$ cat src/idq_pkg.sv
package idq_pkg;

  typedef enum logic [2:0] {
    OP_PUSH_FRONT = 3'd0,
    OP_PUSH_BACK  = 3'd1,
    OP_POP_FRONT  = 3'd2,
    OP_PEEK_AT    = 3'd3,
    OP_REMOVE_AT  = 3'd4,
    OP_REMOVE_VAL = 3'd5
  } opcode_t;

  typedef enum logic [1:0] {
    ST_OK        = 2'd0,
    ST_RANGE     = 2'd1,
    ST_FULL      = 2'd2,
    ST_NOT_FOUND = 2'd3
  } status_t;

  typedef enum logic {
    S_IDLE = 1'b0,
    S_EXEC = 1'b1
  } state_t;

  // Broadcast control that every cell of the chain sees in the execute cycle.
  typedef struct packed {
    logic en;
    logic push_front;
    logic push_back;
    logic full;
    logic by_pos;
    logic by_value;
    logic remove;
  } cell_ctl_t;

endpackage

$ cat src/idq_cell.sv
module idq_cell #(
  parameter int INDEX       = 0,
  parameter int CNT_W       = 5,
  parameter int VALUE_WIDTH = 32
) (
  input  logic                   clk,
  input  idq_pkg::cell_ctl_t     ctl,
  input  logic [CNT_W-1:0]       count,
  input  logic [3:0]             position,
  input  logic [VALUE_WIDTH-1:0] value,
  input  logic [VALUE_WIDTH-1:0] prev_data,
  input  logic [VALUE_WIDTH-1:0] next_data,
  input  logic                   found_in,
  input  logic [VALUE_WIDTH-1:0] rd_in,
  output logic                   found_out,
  output logic [VALUE_WIDTH-1:0] rd_out,
  output logic [VALUE_WIDTH-1:0] data
);
  import idq_pkg::*;

  logic live;
  logic pos_hit;
  logic sel;
  logic first;

  assign live    = CNT_W'(INDEX) < count;
  assign pos_hit = {{CNT_W{1'b0}}, position} == (CNT_W + 4)'(INDEX);
  assign sel     = live & ((ctl.by_pos & pos_hit) | (ctl.by_value & (data == value)));
  assign first   = sel & ~found_in;

  // Once an earlier cell has matched, every later cell is part of the gap closing.
  assign found_out = found_in | sel;
  assign rd_out    = rd_in | (first ? data : '0);

  always_ff @(posedge clk) begin
    if (ctl.en) begin
      if (ctl.push_front && !ctl.full) begin
        data <= prev_data;
      end else if (ctl.push_back && !ctl.full && count == CNT_W'(INDEX)) begin
        data <= value;
      end else if (ctl.remove && found_out) begin
        data <= next_data;
      end
    end
  end

endmodule

$ cat src/indexed_deque.sv
// Ordered queue of up to DEPTH values with push at either end, pop from the
// front, peek or remove at a position, and remove of the first equal value.
// Input channel: in_valid/in_stall carry opcode, value and position. Output
// channel: out_valid/out_stall carry result_value, status and occupancy.
// Every input item yields exactly one result item.
// Each entry lives in a cell of a chain; in the execute cycle all cells
// compare in parallel and shift toward their neighbor in one step.
// The accepted item is registered, and its result is registered in the output
// register when the execute step fires. No new item is taken until the current
// one has executed, a pace set by the single execute step of the cell chain.
// The input is stalled during the execute cycle, and also held there while
// the output register is still full and out_stall is high; a finished result
// waits in the output register while the next item is accepted.
// Reset (rst, synchronous) empties the queue, clears out_valid and returns to
// idle; entry contents are not cleared and are never read before being written.
module indexed_deque #(
  parameter int DEPTH       = 16,
  parameter int VALUE_WIDTH = 32,
  parameter int CNT_W       = $clog2(DEPTH + 1)
) (
  input  logic             clk,
  input  logic             rst,
  input  logic             in_valid,
  output logic             in_stall,
  input  logic [2:0]       opcode,
  input  logic [31:0]      value,
  input  logic [3:0]       position,
  output logic             out_valid,
  input  logic             out_stall,
  output logic [31:0]      result_value,
  output logic [1:0]       status,
  output logic [CNT_W-1:0] occupancy
);
  import idq_pkg::*;

  state_t                 state;
  state_t                 state_next;
  logic [2:0]             op_q;
  logic [31:0]            val_q;
  logic [3:0]             pos_q;
  logic [CNT_W-1:0]       count;
  logic [VALUE_WIDTH-1:0] val_m;
  logic [VALUE_WIDTH-1:0] rd_res;
  logic [3:0]             pos_eff;
  logic                   fire;
  logic                   accept;
  logic                   found;
  cell_ctl_t              ctl;
  logic [1:0]             status_next;
  logic [CNT_W-1:0]       count_next;

  logic [VALUE_WIDTH-1:0] cell_data [DEPTH];
  logic [DEPTH:0]         found_chain;
  logic [VALUE_WIDTH-1:0] rd_chain [DEPTH+1];

  generate
    if (VALUE_WIDTH >= 32) begin : g_wide
      assign val_m        = VALUE_WIDTH'(val_q);
      assign result_value = rd_res[31:0];
    end else begin : g_narrow
      assign val_m        = val_q[VALUE_WIDTH-1:0];
      assign result_value = 32'(rd_res);
    end
  endgenerate

  assign in_stall = (state == S_EXEC);
  assign accept   = in_valid & ~in_stall;
  assign fire     = (state == S_EXEC) & (~out_valid | ~out_stall);

  always_ff @(posedge clk) begin
    if (rst) begin
      state <= S_IDLE;
    end else begin
      state <= state_next;
    end
  end

  always_comb begin
    state_next = state;
    case (state)
      S_IDLE: if (accept) state_next = S_EXEC;
      S_EXEC: if (fire) state_next = S_IDLE;
      default: state_next = S_IDLE;
    endcase
  end

  always_ff @(posedge clk) begin
    if (accept) begin
      op_q  <= opcode;
      val_q <= value;
      pos_q <= position;
    end
  end

  // Decode the held item into the control broadcast to the cells.
  always_comb begin
    ctl         = '0;
    ctl.en      = fire;
    ctl.full    = (count == CNT_W'(DEPTH));
    pos_eff     = pos_q;
    case (op_q)
      OP_PUSH_FRONT: ctl.push_front = 1'b1;
      OP_PUSH_BACK:  ctl.push_back  = 1'b1;
      OP_POP_FRONT: begin
        ctl.by_pos = 1'b1;
        ctl.remove = 1'b1;
        pos_eff    = '0;
      end
      OP_PEEK_AT:    ctl.by_pos = 1'b1;
      OP_REMOVE_AT: begin
        ctl.by_pos = 1'b1;
        ctl.remove = 1'b1;
      end
      OP_REMOVE_VAL: begin
        ctl.by_value = 1'b1;
        ctl.remove   = 1'b1;
      end
      default: ;
    endcase
  end

  assign found_chain[0] = 1'b0;
  assign rd_chain[0]    = '0;

  generate
    for (genvar i = 0; i < DEPTH; i++) begin : g_cell
      logic [VALUE_WIDTH-1:0] prev_d;
      logic [VALUE_WIDTH-1:0] next_d;
      if (i == 0) begin : g_first
        assign prev_d = val_m;
      end else begin : g_mid
        assign prev_d = cell_data[i-1];
      end
      if (i == DEPTH - 1) begin : g_last
        assign next_d = cell_data[i];
      end else begin : g_inner
        assign next_d = cell_data[i+1];
      end
      idq_cell #(
        .INDEX      (i),
        .CNT_W      (CNT_W),
        .VALUE_WIDTH(VALUE_WIDTH)
      ) u_cell (
        .clk      (clk),
        .ctl      (ctl),
        .count    (count),
        .position (pos_eff),
        .value    (val_m),
        .prev_data(prev_d),
        .next_data(next_d),
        .found_in (found_chain[i]),
        .rd_in    (rd_chain[i]),
        .found_out(found_chain[i+1]),
        .rd_out   (rd_chain[i+1]),
        .data     (cell_data[i])
      );
    end
  endgenerate

  assign found  = found_chain[DEPTH];

  always_comb begin
    status_next = ST_OK;
    count_next  = count;
    if ((ctl.push_front || ctl.push_back) && ctl.full) begin
      status_next = ST_FULL;
    end else if (ctl.push_front || ctl.push_back) begin
      count_next = count + 1'b1;
    end else if (ctl.by_pos && !found) begin
      status_next = ST_RANGE;
    end else if (ctl.by_value && !found) begin
      status_next = ST_NOT_FOUND;
    end else if (ctl.remove) begin
      count_next = count - 1'b1;
    end
  end

  always_ff @(posedge clk) begin
    if (rst) begin
      count     <= '0;
      out_valid <= 1'b0;
    end else begin
      if (fire) begin
        count     <= count_next;
        out_valid <= 1'b1;
      end else if (!out_stall) begin
        out_valid <= 1'b0;
      end
    end
  end

  always_ff @(posedge clk) begin
    if (fire) begin
      rd_res    <= rd_chain[DEPTH];
      status    <= status_next;
      occupancy <= count_next;
    end
  end

endmodule

$ cat config.mk
export PLATFORM = sky130hd
export DESIGN_NAME = indexed_deque
export DESIGN_NICKNAME = d
export VERILOG_FILES = /design/src/idq_pkg.sv /design/src/idq_cell.sv /design/src/indexed_deque.sv
export SDC_FILE = /design/constraint.sdc
export NUM_CORES = 2
export LEC_CHECK = 0
export ABC_AREA = 1
export BUFFER_PORTS_ARGS = -buffer_cell sky130_fd_sc_hd__buf_4
export CAP_MARGIN = 20
export CORE_ASPECT_RATIO = 1.2
export CORE_UTILIZATION = 64
export DETAILED_ROUTE_END_ITERATION = 8
export PLACE_DENSITY = 0.77
export SLEW_MARGIN = 30
export SYNTH_ARGS = -nofsm -noshare
export SYNTH_HDL_FRONTEND = slang
export SYNTH_SLANG_ARGS = --single-unit
$ cat constraint.sdc
create_clock -name clk -period 5 [get_ports clk]
set_clock_uncertainty 0.15 [all_clocks]
set_input_delay 0.25 -clock clk [delete_from_list [all_inputs] [get_ports clk]]
set_output_delay 0.25 -clock clk [all_outputs]
set_load 0.05 [all_outputs]
==> metrics.cfg <==
[timing]
layout_worst_path_cycle_share=0.973
post-route-min-period_ns=4.86
slew-limit-headroom=0.368
final-setup-viol-count=0
tightest_slew_ns=0.945
achievable-frequency_mhz=206
totalNegativeSetupSlack_ns=0
final_hold_viol_count=0
maxSlewViolCount=0
setup_repair_after_global_routing_missed_its_margin=no
final.hold.worst_slack_ns=0.209

[layout]
finalCoreUtilization=0.730
antenna_cells=0
post_route_cells_drive_above_1_share=0.0989
nets=4509
area.growth.synth_to_final_pct=11.9

[min_path]
launch_instance_of_the_worst_min_delay_path=value[21]
hold_end=g_cell[0].prev_d[21]$_DFFE_PP_
worstHoldPathCells=2
min_delay_worst_type=input pin to register

[global_route]
grt_antenna_before_repair=3
grt_first_pass_wirelength_um=220000
grt_pass1_vias=33684
grt_max_degree=95
globalRouteOverflowTotal=0
grt.total_usage=0.509

[detailed_routing]
post_drt_via_cell_ratio=6.93
post-route-drc-count=6
antenna_left=0
vias=36302
drt_iter0_markers=6487
routed_wl_um=151000
wl_per_cell_um=28.7
first_drt_pass_iteration_count=9

[synth]
postSynthAreaPerCell_um2=8.36
synth_top_area_cell=sky130_fd_sc_hd__edfxtp_1
yosysSeqAreaShare=0.485
synth-seq-cells=597
synth_largest_type_area_fraction=0.481
syn_area_um2=36800
asyncSetResetFlopFracSynth=0
synth.lib_cells_used.distinct=48
synth_warnings=0
synth_top_area_cells=sky130_fd_sc_hd__edfxtp_1 (48%), sky130_fd_sc_hd__nand2_1 (12%), sky130_fd_sc_hd__o22ai_1 (8.1%)
synth.cells.most_frequent=sky130_fd_sc_hd__nand2_1 (1203), sky130_fd_sc_hd__edfxtp_1 (590), sky130_fd_sc_hd__o22ai_1 (478)
synth_fp_nets=4454
synth_flop_cell=sky130_fd_sc_hd__edfxtp_1
synth_most_common_cell=sky130_fd_sc_hd__nand2_1
post_synth_edffs=590
postSynthCellCount=4406

[die]
floorplan.die.height_um=265
floorplan.die.width_um=221
row_count=95
ios=84
initial_utilization=0.652
die_area_um2=58500
core_area_um2=56500

[clock_network]
clock_latency_ns=0.62
tritoncts_clock_tree=done
cts-htree-levels=3
clk_pin_slew_ns=0.06
cts_made_buffers=66
cts.path.max_buffers=3
cts.repair_timing.setup_buffer_count=0
ctsRootBufferMaster=sky130_fd_sc_hd__clkbuf_16
clock-sinks=597

[run]
number_of_max_cap_violations=0

[setup_path]
worst_ep_required_time_ns=5.21
worstSetupEndpointType=register
reg2reg_setup_slack_ns=0.14
rr_worst_depth=18
r2r-start=g_cell[0].prev_d[5]$_DFFE_PP_
biggest_fanout_along_the_worst_timing_path=24
criticalPathCategory=register to register
timing.rr.end=result_value[12]$_DFFE_PP_
worst_setup_path_start_kind=register
critPathArrivalTime_ns=5.07

[run_status]
failing_checks=design-rule violations
status=finished, violations left

[place]
port_buffers=83
dpl.hpwl_um=108000
place.gp.congestion=1.05

[power]
static-leakage-power_nw=15.8
power-per-cell-area_nw_per_um2=296
vdd_ir_drop_max_v=0.000291

layer usage:
layer	vias up	GRT usage	wire length [µm]
met3	755	0.120	23400
met1	16644	0.659	50500
met4	4	0.395	14200
met5	-	0	24
met2	3465	0.738	62400
li1	15434	-	-
sequential cells by signal, summed over array words and instances (netlist names):
signal / cells
g_cell.prev_d: 32
op_q: 3
count: 5
out_valid: 1
occupancy: 5
pos_q: 4
result_value: 32
status: 2
g_cell.u_cell.data: 512
in_stall: 1
per-stage QoR:
step	area [µm²]	setup WS [ns]	instances	power, mW
detailed placement	38800	0.440	5078	7.43
CTS	41200	0.405	5237	12.1
global placement	38800	0.509	5078	7.41
finish	41200	0.137	5237	12.2
floorplan	36800	0.486	4406	6.79
global route	41200	0.0872	5237	12.4
repair_timing:
action	CTS	global route
endpoints found under the hold margin	46	0
hold buffers	42	0
resized for setup	0	0
cell type report:
type | instances | area, µm²
clock buffers | 91 | 1810
inverters | 338 | 1280
clock inverters | 26 | 184
well taps | 727 | 910
multi-input cells | 3166 | 16800
flip-flops and latches | 597 | 17900
repair buffers | 292 | 2370
fillers | 4445 | 15300
power breakdown:
| group | switching [mW] | leakage, nW | total, mW | internal (mW) |
|---|---|---|---|---|
| Sequential | 0.136 | 5.42 | 5.78 | 5.65 |
| Clock | 2.10 | 0.967 | 4.74 | 2.64 |
| Combinational | 1.19 | 9.39 | 1.68 | 0.487 |
| Total | 3.43 | 15.8 | 12.2 | 8.77 |
layout by cell type (no fill, tap or decap), types with 3 or more instances in the layout:
cell                            synthesis  routed
sky130_fd_sc_hd__buf_4                 10     244
sky130_fd_sc_hd__nand4_1               82      82
sky130_fd_sc_hd__nand3_1              173     173
sky130_fd_sc_hd__nor2_2                 5      34
sky130_fd_sc_hd__clkinv_1               5      15
sky130_fd_sc_hd__clkinv_2               0      10
sky130_fd_sc_hd__xnor2_1              134     134
sky130_fd_sc_hd__o221ai_1               3       3
sky130_fd_sc_hd__ha_1                   5       5
sky130_fd_sc_hd__nor4_2                 0       5
sky130_fd_sc_hd__xor2_1               209     209
sky130_fd_sc_hd__nand3_2                4       4
sky130_fd_sc_hd__nor2_4                 3       6
sky130_fd_sc_hd__nand2_2                3       4
sky130_fd_sc_hd__dfxtp_1                7       7
sky130_fd_sc_hd__nor2_1               300     268
sky130_fd_sc_hd__clkinvlp_4             0       3
sky130_fd_sc_hd__o21bai_1              10      10
sky130_fd_sc_hd__inv_1                325     323
sky130_fd_sc_hd__edfxtp_1             590     590
sky130_fd_sc_hd__nand2_1             1203    1201
sky130_fd_sc_hd__nor3_1                41      33
sky130_fd_sc_hd__o22ai_1              478     478
sky130_fd_sc_hd__o2111ai_1             21      21
sky130_fd_sc_hd__inv_6                  0       3
sky130_fd_sc_hd__a21oi_1               71      56
sky130_fd_sc_hd__clkbuf_1             196      22
sky130_fd_sc_hd__a21oi_2                3       3
sky130_fd_sc_hd__a22oi_1               15      15
sky130_fd_sc_hd__a211oi_1              15      15
sky130_fd_sc_hd__a21oi_4                0      15
sky130_fd_sc_hd__buf_12                 0       6
sky130_fd_sc_hd__dlygate4sd3_1          0      42
sky130_fd_sc_hd__o21ai_0              303     303
sky130_fd_sc_hd__or2_2                 12      12
sky130_fd_sc_hd__nor3_2                 2       9
sky130_fd_sc_hd__nor4_1                52      47
sky130_fd_sc_hd__inv_2                  7       7
sky130_fd_sc_hd__clkbuf_16              0      69
how the worst max path moves through the flow:
stage / endpoint / slack (ns) / startpoint
after floorplan: g_cell[4].u_cell.data[0]$_DFFE_PP_ / 0.49 / count[1]$_SDFFE_PP0P_
after global placement: result_value[21]$_DFFE_PP_ / 0.51 / op_q[1]$_DFFE_PP_
after detailed placement: result_value[26]$_DFFE_PP_ / 0.44 / op_q[1]$_DFFE_PP_
after CTS: result_value[12]$_DFFE_PP_ / 0.41 / op_q[1]$_DFFE_PP_
after global routing: result_value[27]$_DFFE_PP_ / 0.09 / g_cell[0].prev_d[21]$_DFFE_PP_
final: result_value[12]$_DFFE_PP_ / 0.14 / g_cell[0].prev_d[5]$_DFFE_PP_
cells by family (layout without fill, tap and decap cells):
family	Yosys count	count (layout)	share of synthesized area
flops	597	597	0.485
simple gates	1890	1890	0.214
fa+ha+maj	5	5	0.00170
compound gates	928	928	0.149
xor+xnor	343	343	0.0816
buf+inv	643	747	0.0694
critical path: stages (launching register included):
cell                       delay, ns
sky130_fd_sc_hd__edfxtp_1       0.48
sky130_fd_sc_hd__inv_1          0.42
sky130_fd_sc_hd__o22ai_1        0.27
sky130_fd_sc_hd__nor2_1         0.16
sky130_fd_sc_hd__nand2_1        0.22
sky130_fd_sc_hd__nor2_1         0.19
sky130_fd_sc_hd__nand3_1        0.25
sky130_fd_sc_hd__a21oi_2        0.33
sky130_fd_sc_hd__nor3_1         0.14
sky130_fd_sc_hd__nand3_2        0.30
sky130_fd_sc_hd__inv_2          0.33
sky130_fd_sc_hd__a21oi_1        0.24
sky130_fd_sc_hd__nand2_1        0.09
sky130_fd_sc_hd__a211oi_1       0.24
sky130_fd_sc_hd__nand3_1        0.16
sky130_fd_sc_hd__nor2_1         0.25
sky130_fd_sc_hd__nand3_1        0.10
sky130_fd_sc_hd__nor2_1         0.15
sky130_fd_sc_hd__nand3_1        0.11
Power figures use the tool's default switching activity.
